===== config.mk =====
export PLATFORM = sky130hd
export DESIGN_NAME = mbq_coef_regs
export DESIGN_NICKNAME = d
export VERILOG_FILES = /design/src/hdl/mbq_pkg.sv /design/src/hdl/mbq_coef_regs.sv
export SDC_FILE = /design/constraint.sdc
export NUM_CORES = 1
export LEC_CHECK = 0
export ABC_AREA = 1
export BUFFER_PORTS_ARGS = -buffer_cell sky130_fd_sc_hd__clkbuf_2
export CAP_MARGIN = 40
export CORE_ASPECT_RATIO = 0.7
export CORE_MARGIN = 4
export CORE_UTILIZATION = 50
export CTS_CLUSTER_SIZE = 30
export DETAILED_ROUTE_END_ITERATION = 8
export PLACE_DENSITY = 0.84
export SLEW_MARGIN = 10
export SYNTH_ARGS = -nofsm -noshare
export SYNTH_HDL_FRONTEND = slang
export SYNTH_SLANG_ARGS = --single-unit

===== constraint.sdc =====
create_clock -name clk -period 1.3 [get_ports clk]
set_input_delay 0.26 -clock clk [delete_from_list [all_inputs] [get_ports clk]]
set_output_delay 0.26 -clock clk [all_outputs]
set_load 0.01 [all_outputs]

===== src/hdl/mbq_pkg.sv =====
`timescale 1ns / 1ps
// ----------------------------------------------------------------------------
// Biquad filter package
// Widths, types and register codes shared by the biquad filter modules.
// ----------------------------------------------------------------------------
package mbq_pkg;

	localparam int CHANNELS_DEF = 2;
	localparam int CH_W         = 1;
	localparam int SAMP_W       = 24;
	localparam int COEF_W       = 28;
	localparam int PROD_W       = SAMP_W + COEF_W;
	localparam int ACC_W        = PROD_W + 3;
	localparam int FRAC_SHIFT   = 24;
	localparam int YF_W         = ACC_W - FRAC_SHIFT;
	localparam int CFG_IDX_W    = 3;
	localparam int HIST_DEPTH   = 2 ** CH_W;

	typedef logic signed [SAMP_W-1:0] samp_t;
	typedef logic signed [COEF_W-1:0] coef_t;
	typedef logic signed [PROD_W-1:0] prod_t;
	typedef logic signed [ACC_W-1:0]  acc_t;

	localparam samp_t SAMP_MAX   = {1'b0, {(SAMP_W-1){1'b1}}};
	localparam samp_t SAMP_MIN   = {1'b1, {(SAMP_W-1){1'b0}}};
	localparam coef_t FF0_RESET  = coef_t'(32'sd16777216);
	localparam acc_t  ROUND_HALF = acc_t'(1) <<< (FRAC_SHIFT - 1);

	typedef enum logic [CFG_IDX_W-1:0] {
		REG_FF0 = 3'd0,
		REG_FF1 = 3'd1,
		REG_FF2 = 3'd2,
		REG_FB1 = 3'd3,
		REG_FB2 = 3'd4
	} reg_idx_t;

	typedef struct packed {
		coef_t f0;
		coef_t f1;
		coef_t f2;
		coef_t g1;
		coef_t g2;
	} coef_set_t;

	// One history word per channel.
	typedef struct packed {
		samp_t x1;
		samp_t x2;
		samp_t y1;
		samp_t y2;
	} hist_t;

	typedef struct packed {
		logic            we;
		logic [CH_W-1:0] addr;
		hist_t           data;
	} hist_wr_t;

	// Channel tag of an item in flight; wr marks a channel that owns history.
	typedef struct packed {
		logic [CH_W-1:0] ch;
		logic            wr;
	} tag_t;

	typedef struct packed {
		logic ld1;
		logic ld2;
		logic ld3;
		logic ld_out;
	} stage_en_t;

endpackage


===== src/hdl/mbq_coef_regs.sv =====
`timescale 1ns / 1ps
// ----------------------------------------------------------------------------
// Biquad coefficient registers
// Holds the five Q3.24 coefficients written through the configuration port.
// ----------------------------------------------------------------------------
module mbq_coef_regs (
	input  logic                           clk,
	input  logic                           arst_n,
	input  logic                           cfg_valid,
	input  logic [mbq_pkg::CFG_IDX_W-1:0]  cfg_index,
	input  mbq_pkg::coef_t                 cfg_data,
	output logic                           cfg_ready,
	output mbq_pkg::coef_set_t             coef
);
	import mbq_pkg::*;

	coef_set_t coef_q;

	always_ff @(posedge clk or negedge arst_n) begin
		if (!arst_n) begin
			coef_q.f0 <= FF0_RESET;
			coef_q.f1 <= '0;
			coef_q.f2 <= '0;
			coef_q.g1 <= '0;
			coef_q.g2 <= '0;
		end else if (cfg_valid) begin
			case (reg_idx_t'(cfg_index))
				REG_FF0: coef_q.f0 <= cfg_data;
				REG_FF1: coef_q.f1 <= cfg_data;
				REG_FF2: coef_q.f2 <= cfg_data;
				REG_FB1: coef_q.g1 <= cfg_data;
				REG_FB2: coef_q.g2 <= cfg_data;
				default: ;
			endcase
		end
	end

	assign cfg_ready = 1'b1;
	assign coef      = coef_q;

endmodule


==> impl_metrics.json <==
{
  "status": "complete, but fails checks",
  "violations": "setup timing",
  "synth-async-reset-ratio_pct": 100,
  "synthAdderAreaFrac_pct": 0,
  "crit_path_end_kind": "primary output",
  "grt_pass1_vias": 4869,
  "synth_seq_cells": 140,
  "max_freq_ghz": 0.763,
  "synthFlopType": "dfrtp_1",
  "p_per_area_nw_per_um2": 1820,
  "power_leakage_uw": 0.00424,
  "drv_slew": 0,
  "cts_setup_buffers": 0,
  "yosysSeqAreaShare_pct": 62.6,
  "final_cells": 965,
  "antenna_found_initial": 0,
  "place_ws_ns": 0.0609,
  "hpwl_um": 11200,
  "r2r_setup_slack_ns": 0.58,
  "synth_edf_count": 0,
  "routed_via_density": 5.24,
  "cp_top_family": "flip-flops",
  "rsz0062_at_grt": "yes",
  "final_hold_viol_count": 0,
  "synth_compound_area_share_pct": 0,
  "via_count": 5054,
  "initial_core_util_pct": 51.0,
  "drtIter0Drc": 466,
  "total_power_uw": 13500,
  "numCtsBuffers": 17,
  "crit_chain": "buf_6",
  "die_x_um": 134,
  "num_antenna_cells": 0,
  "grtUsageTotal_pct": 26.0,
  "rows": 32,
  "arrival_ns": 1.05,
  "grt_max_degree": 56,
  "ys_top_cells_by_area": "dfrtp_1, nand2_1, nand3_1",
  "post_drt_wl_per_cell_um": 17.0,
  "dieArea_um2": 13000,
  "clkTransAtPathRegs_ns": 0.06,
  "syn-cell-area_um2": 5600,
  "synth_fp_nets": 651,
  "netlist_instances": 617,
  "max_stage_delay_ns": 0.55,
  "yosysMostFrequentCell": "nand2_1",
  "wl_um": 16400,
  "worst_setup_path_start_kind": "flip-flop",
  "area_delta_synth_final_pct": 32.9,
  "grt_pass1_wl_um": 25700,
  "fin_crit_sh_pct": 101,
  "synth_simple_gate_area_share_pct": 32.3,
  "synth.avg_cell_area_um2": 9.07,
  "dp.cells": 932,
  "critPathSlowestCell": "dfstp_2",
  "clockBufferDepth": 2,
  "min_period_ns": 1.31,
  "critical_path_class": "flip-flop to primary output",
  "setup_ws_ns": -0.0107,
  "critPathRequiredTime_ns": 1.04,
  "ir_drop_mv": 0.979,
  "synthXorXnorAreaFrac_pct": 0,
  "setup_tns_ns": -0.0107,
  "cts_root_buf": "clkbuf_16",
  "insertion_delay_ns": 0.41,
  "die_y_um": 96.5,
  "first_pass_iters": 5,
  "crit_buf_inv": 1,
  "routabilityCongestion": 0.789,
  "yosys.area.top_type": "dfrtp_1",
  "ant_nets": 0,
  "largest_reg_flops": 140,
  "synth_cell_type_count": 13,
  "fin_util_pct": 67.8,
  "coreArea_um2": 11000,
  "critPathMaxFanout": 2,
  "synth_common_cells": "nand2_1, dfrtp_1, nand3_1",
  "cts-htree-levels": 4,
  "clock_skew_ns": 0,
  "synthMuxAreaShare_pct": 0,
  "drc": 0,
  "setup_viol": 1,
  "synth_top_family_by_area": "simple AND/OR/NAND/NOR gates",
  "cts_tree": "yes",
  "maxCapViolCount": 0,
  "num_io_pins": 175,
  "hold_class": "primary input to flip-flop",
  "fin_nets": 833,
  "io_buffers": 173,
  "drive_above_1_share_pct": 29.7,
  "yosys_warnings": 0,
  "grt.overflow.total": 0,
  "clock_sinks": 140,
  "synth_top_area_share_pct": 62.2
}
==> path summary, 6_finish.rpt <==
kind,startpoint,to,cells past startpoint
setup / recovery,coef[136]$_DFFE_PN1P_,coef[136],1
hold / removal,cfg_data[5],coef[33]$_DFFE_PN0P_,3
setup reg to reg,coef[136]$_DFFE_PN1P_,coef[136]$_DFFE_PN1P_,2
hold reg to reg,coef[115]$_DFFE_PN0P_,coef[115]$_DFFE_PN0P_,2
max in group asynchronous,arst_n,coef[136]$_DFFE_PN1P_,3
min in group asynchronous,arst_n,coef[67]$_DFFE_PN0P_,2
==> metal layers <==
metal / wire, um / track usage [%] / share of wire [%] / vias up
li1: - / - / - / 2320
met1: 6960 / 35.8 / 42 / 2453
met2: 7650 / 39.6 / 47 / 259
met3: 1570 / 8.18 / 9.6 / 22
met4: 201 / 9.07 / 1.2 / 0
met5: 0 / 0 / 0 / -
==> kinds of logic (layout without fill, tap and decap cells) <==
logic type | after synthesis | after routing
simple gates | 433 | 433
flops | 140 | 140
buf+inv | 43 | 238
other cells | 1 | 1
==> where the power goes <==
part,switching [uW],leakage [uW],total (uW),internal (uW)
Sequential,504,0.00176,5690,5180
Clock,1780,0.000313,5280,3500
Combinational,1550,0.00217,2550,1010
Total,3830,0.00424,13500,9690
==> metrics by stage <==
| stage | instance area [um^2] | hold WS, ns |
|---|---|---|
| after global routing | 7440 | 0.123 |
| final | 7440 | 0.122 |
| after detailed placement | 6770 | 0.189 |
| after global placement | 6770 | 0.188 |
| after CTS | 7430 | 0.111 |
| after floorplan | 5600 | -0.0356 |
==> cell usage in the layout, fill, tap and decap left out, types with 2 or more instances in the layout <==
cell type / synthesis / final
nand2_1: 311 / 311
clkbuf_2: 0 / 171
dfrtp_1: 139 / 139
nand3_1: 112 / 112
clkbuf_16: 0 / 17
buf_12: 0 / 14
buf_4: 10 / 12
nand2_2: 5 / 5
inv_1: 5 / 5
bufinv_16: 0 / 5
nor2_4: 3 / 3
clkinv_2: 0 / 3
nor2_2: 2 / 2
clkbuf_8: 0 / 2
clkbuf_1: 0 / 2
clkinvlp_4: 0 / 2
buf_6: 8 / 2
==> area by class of cell <==
type,count,area (um^2)
Clock inverter,11,189
Inverter,6,22.5
Sequential cell,140,3500
Multi-Input combinational cell,434,1810
Fill cell,864,3530
Tap cell,153,191
Clock buffer,21,460
Timing Repair Buffer,200,1260
==> worst min-delay path, cell delays in order <==
cell	delay [ns]
clkbuf_2	0.12
nand2_1	0.07
nand2_1	0.04
==> repair_timing <==
| item | in CTS | in global routing |
|---|---|---|
| pin swaps | 0 | 0 |
| hold endpoints to repair | 28 | 0 |
| gates resized for setup | 0 | 2 |
| hold buffers | 1 | 0 |
| setup endpoints to repair | 1 | 1 |
(Power assumes the default switching activity.)
