File: src/hdl/mbq_pkg.sv
`timescale 1ns / 1ps
// ----------------------------------------------------------------------------
// Biquad filter package
// Widths, types and register codes shared by the biquad filter modules.
// ----------------------------------------------------------------------------
package mbq_pkg;

	localparam int CHANNELS_DEF = 2;
	localparam int CH_W         = 1;
	localparam int SAMP_W       = 24;
	localparam int COEF_W       = 28;
	localparam int PROD_W       = SAMP_W + COEF_W;
	localparam int ACC_W        = PROD_W + 3;
	localparam int FRAC_SHIFT   = 24;
	localparam int YF_W         = ACC_W - FRAC_SHIFT;
	localparam int CFG_IDX_W    = 3;
	localparam int HIST_DEPTH   = 2 ** CH_W;

	typedef logic signed [SAMP_W-1:0] samp_t;
	typedef logic signed [COEF_W-1:0] coef_t;
	typedef logic signed [PROD_W-1:0] prod_t;
	typedef logic signed [ACC_W-1:0]  acc_t;

	localparam samp_t SAMP_MAX   = {1'b0, {(SAMP_W-1){1'b1}}};
	localparam samp_t SAMP_MIN   = {1'b1, {(SAMP_W-1){1'b0}}};
	localparam coef_t FF0_RESET  = coef_t'(32'sd16777216);
	localparam acc_t  ROUND_HALF = acc_t'(1) <<< (FRAC_SHIFT - 1);

	typedef enum logic [CFG_IDX_W-1:0] {
		REG_FF0 = 3'd0,
		REG_FF1 = 3'd1,
		REG_FF2 = 3'd2,
		REG_FB1 = 3'd3,
		REG_FB2 = 3'd4
	} reg_idx_t;

	typedef struct packed {
		coef_t f0;
		coef_t f1;
		coef_t f2;
		coef_t g1;
		coef_t g2;
	} coef_set_t;

	// One history word per channel.
	typedef struct packed {
		samp_t x1;
		samp_t x2;
		samp_t y1;
		samp_t y2;
	} hist_t;

	typedef struct packed {
		logic            we;
		logic [CH_W-1:0] addr;
		hist_t           data;
	} hist_wr_t;

	// Channel tag of an item in flight; wr marks a channel that owns history.
	typedef struct packed {
		logic [CH_W-1:0] ch;
		logic            wr;
	} tag_t;

	typedef struct packed {
		logic ld1;
		logic ld2;
		logic ld3;
		logic ld_out;
	} stage_en_t;

endpackage

File: src/hdl/mbq_hist_mem.sv
`timescale 1ns / 1ps
// ----------------------------------------------------------------------------
// Biquad history memory
// Per-channel past inputs and outputs, registered read, write-first
// forwarding, and valid bits so that unwritten entries read as zero.
// ----------------------------------------------------------------------------
module mbq_hist_mem (
	input  logic                      clk,
	input  logic                      arst_n,
	input  logic                      rd_en,
	input  logic [mbq_pkg::CH_W-1:0]  rd_addr,
	output mbq_pkg::hist_t            rd_data,
	input  mbq_pkg::hist_wr_t         wr
);
	import mbq_pkg::*;

	hist_t                 mem [HIST_DEPTH];
	hist_t                 rd_q;
	logic                  rd_vld_q;
	logic [HIST_DEPTH-1:0] vld_q;
	logic                  fwd;

	assign fwd = wr.we && (wr.addr == rd_addr);

	always_ff @(posedge clk) begin
		if (wr.we) begin
			mem[wr.addr] <= wr.data;
		end
	end

	// A read that meets a write to the same entry returns the new word.
	always_ff @(posedge clk) begin
		if (rd_en) begin
			rd_q <= fwd ? wr.data : mem[rd_addr];
		end
	end

	always_ff @(posedge clk or negedge arst_n) begin
		if (!arst_n) begin
			vld_q    <= '0;
			rd_vld_q <= 1'b0;
		end else begin
			if (wr.we) begin
				vld_q[wr.addr] <= 1'b1;
			end
			if (rd_en) begin
				rd_vld_q <= vld_q[rd_addr] || fwd;
			end
		end
	end

	assign rd_data = rd_vld_q ? rd_q : '0;

endmodule

File: config.mk
export PLATFORM = sky130hd
export DESIGN_NAME = mbq_hist_mem
export DESIGN_NICKNAME = d
export VERILOG_FILES = /design/src/hdl/mbq_pkg.sv /design/src/hdl/mbq_hist_mem.sv
export SDC_FILE = /design/constraint.sdc
export NUM_CORES = 1
export LEC_CHECK = 0
export BUFFER_PORTS_ARGS = -buffer_cell sky130_fd_sc_hd__buf_4
export CAP_MARGIN = 20
export CORE_UTILIZATION = 30
export CTS_BUF_LIST = sky130_fd_sc_hd__clkbuf_8 sky130_fd_sc_hd__clkbuf_16
export CTS_CLUSTER_SIZE = 10
export DETAILED_ROUTE_END_ITERATION = 12
export GPL_TIMING_DRIVEN = 0
export SYNTH_ARGS = -nofsm -noshare
export SYNTH_HDL_FRONTEND = slang
export SYNTH_SLANG_ARGS = --single-unit
File: constraint.sdc
create_clock -name clk -period 3.34 [get_ports clk]
set_clock_uncertainty 0.1 [all_clocks]
set_input_delay 0.334 -clock clk [delete_from_list [all_inputs] [get_ports clk]]
set_output_delay 0.334 -clock clk [all_outputs]
set_load 0.03 [all_outputs]
==> metrics.txt, run 1 <==
Seq cells post-synth 291; Num CTS Buffers 36; CTS sink cnt 291; total number of vias 6365; crit start category flop; peak supply drop 353 uV; P_int 6900 uW; sequential area share after synthesis 0.743; H-tree depth 2; Comb power frac 0.129; CP endpoint kind output pin; area grow syn2layout 36.4%; standard-cell rows 72; final-report setup violation count 0; max cap viols 0; DP Area 0.0140 mm2; Min Clock Period, post-route 2.92 ns; Power Dens Cells 559 mW/mm2; Leak 0.00585 uW; Final nets 1059; final hold vios 0; switch share 0.230; DRC violation count after routing 0; antenna violations before repair 2; FMAX 342 MHz; unrepaired setup endpoints after global routing false; synth unique cells 16; Final TNS setup 0 ns; total track usage 0.133; Hold WC Path Type primary input to async pin; crit path kind flop to output pin; share of the core filled with cells 0.414; Final Cycle Share 0.875; share of cells above drive strength 1 0.465; Die H 200 um; Worst slew margin 0.582; WL per Instance 17.6 um; first-pass GRT wire length 39.1 mm; total core area 0.0386 mm2; final std cells w/o fill 1492; Pins Over Slew Limit 0; Clock Path Buffers 3; Placer Congestion 0.644; Clk pin slew, worst setup/hold paths 0.06 ns; die area 0.0399 mm2; status finished clean; WP data arrival 2.49 ns; Hold Slack 0.0465 ns; CTS tree done; Critical Path RT 2.91 ns; GRT overflow 0; ranking of synthesized cells by area edfxtp_1 (74%), mux2_2 (17%), and2_1 (5.2%); Routed Antenna Nets 0; Avg Inst Size Synth 19.0 um2; vias in the first global route 6790; Synth Cell Area 0.0117 mm2; most frequent cells in the layout edfxtp_1 (288), buf_4 (198), mux2_2 (180), dlygate4sd3_1 (97), and2_1 (96); Worst-Margin Slew 0.627 ns; Seq pwr share 0.490; Initial DRT Pass Iterations 4; DP HPWL 15.9 mm; NetSw 2060 uW; area share of the largest cell type after synthesis 0.737; Mapped Nets 721; # port buffers 196; Skew-Pair Late Insertion Delay 0.53 ns; Yosys top cell by area edfxtp_1; Inst Count DP 1340; CP Max Fanout 10; Die Span X 200 um; most common cell after layout, fill and taps aside edfxtp_1; YS warnings 0; IO Count 198; CTS root buffer clkbuf_16; cells after synthesis 619; Clock Power Share 0.381; final non-filler cell area 0.0160 mm2; Initial Utilization 0.304; initial DRC count 224; largest net degree at the start of global routing 62; Vias/cell 4.27; drt total wl 26.2 mm
-- state kept, by name (all words and copies together) (netlist names) --
name,count
mem,192
rd_q,96
rd_vld_q,1
vld_q,2
-- synth_stat cells (all sizes together) --
| library cell | count |
|---|---|
| a31oi | 1 |
| and2 | 97 |
| buf | 20 |
| clkbuf | 11 |
| dfrtp | 3 |
| edfxtp | 288 |
| mux2 | 192 |
| mux2i | 1 |
| nand2 | 1 |
| nor2 | 1 |
| nor2b | 1 |
| or2 | 2 |
| xnor2 | 1 |
-- repair_timing --
| action | CTS | global route |
|---|---|---|
| gates resized for setup | 1 | 0 |
| endpoints found under the hold margin | 279 | 0 |
| setup buffers | 0 | 0 |
| hold buffers | 97 | 0 |
| endpoints found under the setup margin | 4 | 0 |
-- critical path, cell delays in order (launching register included) --
cell	delay, ns
dfrtp_1	0.66
clkbuf_1	0.49
clkbuf_1	0.44
and2_1	0.21
buf_4	0.17
-- final cells by class --
cell class                 instances  area (um2)
multi-input combinational        297        2840
clock inverter                    16        77.6
buffer                            31         181
sequential                       291        8720
tap                              518         648
fill                            3518       22600
timing repair buffer             300        2610
clock buffer                      37         926
antenna                            2        5.00
-- routing by layer --
metal	vias up	part of all wire	GRT usage
met1	3123	0.44	0.165
met4	0	0.026	0.0557
li1	3039	-	-
met2	156	0.48	0.218
met5	-	0	0
met3	47	0.055	0.0355
-- kinds of logic after synthesis --
family | count (synthesis) | synth area share
AOI/OAI and AO/OA | 1 | 0.000534
xor gates and xnor gates | 1 | 0.00139
buffers and inverters | 31 | 0.0154
DFF | 291 | 0.743
muxes | 193 | 0.185
and+or+nand+nor | 102 | 0.0542
-- power groups by stage --
stage / clock network (uW) / registers [uW] / logic (uW)
after floorplan: 0 / 4450 / 622
after global placement: 0 / 4470 / 1050
after detailed placement: 0 / 4470 / 1080
after CTS: 3560 / 4390 / 1180
after global routing: 3660 / 4420 / 1250
final: 3410 / 4390 / 1160
-- metrics by stage --
stage,power (uW),setup WS (ns)
after detailed placement,5550,0.582
final,8960,0.418
after floorplan,5080,0.211
after global placement,5520,-1.88
after CTS,9130,0.112
after global routing,9320,0.0648
-- final timing paths --
check                              start           to  slack [ns]  cells past startpoint
worst min-delay path              arst_n     vld_q[0]        0.05                      2
worst max-delay path            rd_vld_q  rd_data[81]        0.42                      4
worst min register to register  vld_q[1]     vld_q[1]        0.37                      1
worst max register to register  rd_vld_q     rd_vld_q        1.76                      3
min in group clk                  wr[96]   mem[0][32]        0.12                      2
max in group asynchronous         arst_n     rd_vld_q        3.00                      2
Note: power is estimated with default switching activity, not from simulation.
==> run 2, diff against run 1 <==
- CORE_UTILIZATION: 30 -> 60
- PLACE_DENSITY: default -> 0.84
==> metrics.txt, run 2 (synthesized netlist as in run 1, its figures left out) <==
WP data arrival 2.39 ns; Vias/cell 5.37; share of cells above drive strength 1 0.462; largest net degree at the start of global routing 58; Clk pin slew, worst setup/hold paths 0.05 ns; ant diodes 0; vias in the first global route 7168; # port buffers 196; Clock Path Buffers 3; Power Dens Cells 567 mW/mm2; most common cell after layout, fill and taps aside edfxtp_1; area grow syn2layout 32.9%; Fillers 888; crit start category flop; antenna violations before repair 0; Initial DRT Pass Iterations 4; final hold vios 0; DP Area 0.0137 mm2; DRC violation count after routing 0; Worst-Margin Slew 0.662 ns; Die Span X 142 um; crit path kind flop to output pin; WL per Instance 20.9 um; max cap viols 0; Worst slew margin 0.559; Biggest register mem; CP endpoint kind output pin; Leak 0.00580 uW; H-tree depth 2; FMAX 354 MHz; Crit-path slowest cell dfrtp_1; Multi-input gate area 0.00284 mm2; first-pass GRT wire length 38.9 mm; status finished clean; critical path's largest stage delay 0.65 ns; Largest regs mem (192), rd_q (96), vld_q (2); Routed Antenna Nets 0; Skew-Pair Late Insertion Delay 0.49 ns; total track usage 0.259; Critical Path RT 2.91 ns; unrepaired setup endpoints after global routing false; peak supply drop 608 uV; Die H 142 um; Final nets 1056; most frequent cells in the layout edfxtp_1 (288), buf_4 (199), mux2_2 (180), dlygate4sd3_1 (97), and2_1 (96); total number of vias 6573; total core area 0.0190 mm2; CTS sink cnt 291; CTS root buffer clkbuf_16; initial DRC count 330; Final TNS setup 0 ns; Placer Congestion 0.728; Pins Over Slew Limit 0; final non-filler cell area 0.0156 mm2; standard-cell rows 50; most frequent CP cell clkbuf_1; GRT overflow 0; Final Cycle Share 0.845; IO Count 198; Min Clock Period, post-route 2.82 ns; crit path cell chain clkbuf_1 > clkbuf_1 > and2_1 > buf_4; final-report setup violation count 0; DP HPWL 14.4 mm; Hold WC Path Type primary input to async pin; die area 0.0201 mm2; Num CTS Buffers 35; CP Max Fanout 10; Initial Utilization 0.619; Register Area 0.00872 mm2; CTS tree done; drt total wl 25.5 mm; max reg flops 192
==> run 2: cell count changes in the layout (fill, tap and decap cells not counted), moves of 2 or more <==
cell	previous run	this run
clkinv_2	2	0
diode_2	2	0
inv_1	10	8
inv_6	3	1
==> run 2: final timing paths <==
check	from	endpoint	slack [ns]	cells past startpoint
worst min register to register	vld_q[0]	vld_q[0]	0.37	1
min in group clk	wr[96]	mem[0][91]	0.18	2
worst max register to register	rd_vld_q	rd_vld_q	1.85	3
max in group asynchronous	arst_n	vld_q[1]	2.91	2
worst max-delay path	rd_vld_q	rd_data[93]	0.52	4
worst min-delay path	arst_n	rd_vld_q	0.14	2
==> run 2: area by class of cell <==
cell class / count / area share
Timing Repair Buffer: 298 / 0.164
Clock buffer: 37 / 0.0594
Tap cell: 260 / 0.0209
Buffer: 31 / 0.0116
Multi-Input combinational cell: 297 / 0.182
Sequential cell: 291 / 0.560
Clock inverter: 9 / 0.00249
==> run 2: worst max-delay path: cells and delay by family, from the launching register on <==
kind | cells | cell delay [ns]
buffers and inverters | 3 | 1.01
flip-flops | 1 | 0.65
AND/OR/NAND/NOR | 1 | 0.24
==> run 2: stage by stage <==
stage / total power (uW) / hold slack (ns) / std cells / worst slack [ns] / utilization
final: 8830 / 0.137 / 1223 / 0.519 / 0.823
after detailed placement: 5530 / 0.0268 / 1080 / 0.985 / 0.720
after global placement: 5470 / 0.0229 / 1075 / -1.28 / 0.714
after CTS: 8850 / 0.0826 / 1223 / 0.435 / 0.823
after global routing: 9110 / 0.113 / 1223 / 0.333 / 0.823
after floorplan: 5080 / -0.0616 / 619 / 0.211 / -
==> run 2: what timing repair did <==
action / in CTS / in global routing
hold endpoints to repair: 195 / 0
gates resized for setup: 0 / 0
buffers inserted: 0 / 0
hold buffers: 97 / 0
==> run 2: metal layers <==
| metal | vias to the layer above | track usage | wire length (um) |
|---|---|---|---|
| met5 | - | 0 | 0 |
| li1 | 3020 | - | - |
| met3 | 39 | 0.0607 | 1670 |
| met2 | 249 | 0.463 | 13400 |
| met4 | 0 | 0.0696 | 469 |
| met1 | 3265 | 0.316 | 10000 |
==> run 2: power breakdown <==
group | internal [uW] | total, uW | switching, uW
registers | 4340 | 4410 | 67.8
logic | 573 | 1160 | 591
clock network | 1950 | 3260 | 1310
total | 6870 | 8830 | 1960
==> run 3, diff against run 2 <==
- CORE_UTILIZATION: 60 -> 51
- PLACE_DENSITY: 0.84 -> 0.76
- clock period: 3.34 -> 2.3 ns (I/O delays scaled with it)
==> metrics.txt, run 3 (synthesized netlist as in run 1, its figures left out) <==
Seq pwr share 0.498; Multi-input gate area 0.00284 mm2; Num CTS Buffers 35; antenna violations before repair 1; Register Area 0.00872 mm2; Power Dens Cells 819 mW/mm2; most frequent CP cell buf_4; FMAX 475 MHz; IO Count 198; Critical Path RT 1.97 ns; WP data arrival 1.77 ns; total track usage 0.206; Worst-Margin Slew 0.636 ns; max reg flops 192; Tot Pwr 12800 uW; WL per Instance 19.1 um; CTS tree done; switch share 0.220; Fillers 1512; GRT overflow 0; CTS root buffer clkbuf_16; P_int 10000 uW; # port buffers 196; DRC violation count after routing 0; FF-to-FF setup slack 1.00 ns; Pins Over Slew Limit 0; Die Span X 154 um; Inst Count DP 1105; Worst slew margin 0.575; Clock Power Share 0.372; area grow syn2layout 33.5%; Leak 0.00581 uW; first-pass GRT wire length 37.4 mm; share of cells above drive strength 1 0.468; most common cell after layout, fill and taps aside edfxtp_1; Final nets 1059; CP endpoint kind output pin; total number of vias 6427; Min Clock Period, post-route 2.10 ns; Routed Antenna Nets 0; Crit-path slowest cell dfrtp_2; Largest regs mem (192), rd_q (96), vld_q (2); most frequent cells in the layout edfxtp_1 (288), buf_4 (201), mux2_2 (180), dlygate4sd3_1 (98), and2_1 (96); die area 0.0236 mm2; Comb power frac 0.130; CP Max Fanout 10; total core area 0.0226 mm2; Skew-Pair Late Insertion Delay 0.50 ns; Hold Slack 0.0761 ns; standard-cell rows 55; crit start category flop; Hold WC Path Type primary input to flop; CTS sink cnt 291; DP HPWL 13.8 mm; peak supply drop 919 uV; Die H 154 um; Vias/cell 5.14; vias in the first global route 6934; status finished clean; Initial DRT Pass Iterations 4; unrepaired setup endpoints after global routing false; max cap viols 0; NetSw 2820 uW; Clk pin slew, worst setup/hold paths 0.06 ns; H-tree depth 2; final hold vios 0; drt total wl 23.8 mm; largest net degree at the start of global routing 64; initial DRC count 298; final std cells w/o fill 1251; DP Area 0.0137 mm2; crit path cell chain buf_4 > clkbuf_1 > and2_1 > buf_4; final non-filler cell area 0.0157 mm2; Biggest register mem; Final Cycle Share 0.914; Placer Congestion 0.707; Clock Path Buffers 3; Initial Utilization 0.520; Final TNS setup 0 ns; final-report setup violation count 0; crit path kind flop to output pin; critical path's largest stage delay 0.37 ns
## run 3: what timing repair did
item	4_1_cts	5_1_grt
hold endpoints to repair	291	0
hold buffers	98	0
buffers inserted	2	0
setup endpoints to repair	78	0
resized for setup	4	0
## run 3: power groups by stage
stage                     Sequential [uW]  Combinational [uW]  Clock (uW)
after floorplan                      6460                 904           0
after global placement               6480                1480           0
after detailed placement             6490                1530           0
after CTS                            6380                1670        4870
after global routing                 6420                1780        5040
final                                6390                1670        4770
## run 3: routing by layer
metal | vias to the layer above | wire length [um] | global-route usage
met3 | 48 | 1790 | 0.0606
met4 | 0 | 501 | 0.0610
met1 | 3161 | 10400 | 0.267
met5 | - | 0 | 0
met2 | 202 | 11200 | 0.338
li1 | 3016 | - | -
## run 3: layout make-up
type	count	share of cell area
sequential	291	0.557
tap	285	0.0228
multi-input combinational	297	0.181
clock inverter	7	0.00200
timing repair buffer	301	0.165
antenna	1	0.000160
buffer	31	0.0117
clock buffer	38	0.0600
## run 3: through the flow
step                setup slack, ns  utilization
floorplan                    0.0841            -
global placement              -1.02        0.601
detailed placement           -0.109        0.606
CTS                           0.141        0.694
global route                 0.0557        0.694
finish                        0.197        0.694
## run 3: path summary, 6_finish.rpt
kind,start,end,cells past startpoint
min,wr[96],mem[0][23],2
max,rd_vld_q,rd_data[35],4
min in group asynchronous,arst_n,rd_vld_q,3
max in group asynchronous,arst_n,rd_vld_q,3
max reg2reg,mem[1][15],rd_q[15],2
min reg2reg,vld_q[0],vld_q[0],1
## run 3: worst max-delay path: cells and delay by family, from the launching register on
family / cells / cell delay (ns)
buffers and inverters: 3 / 0.68
DFF: 1 / 0.37
and+or+nand+nor: 1 / 0.22
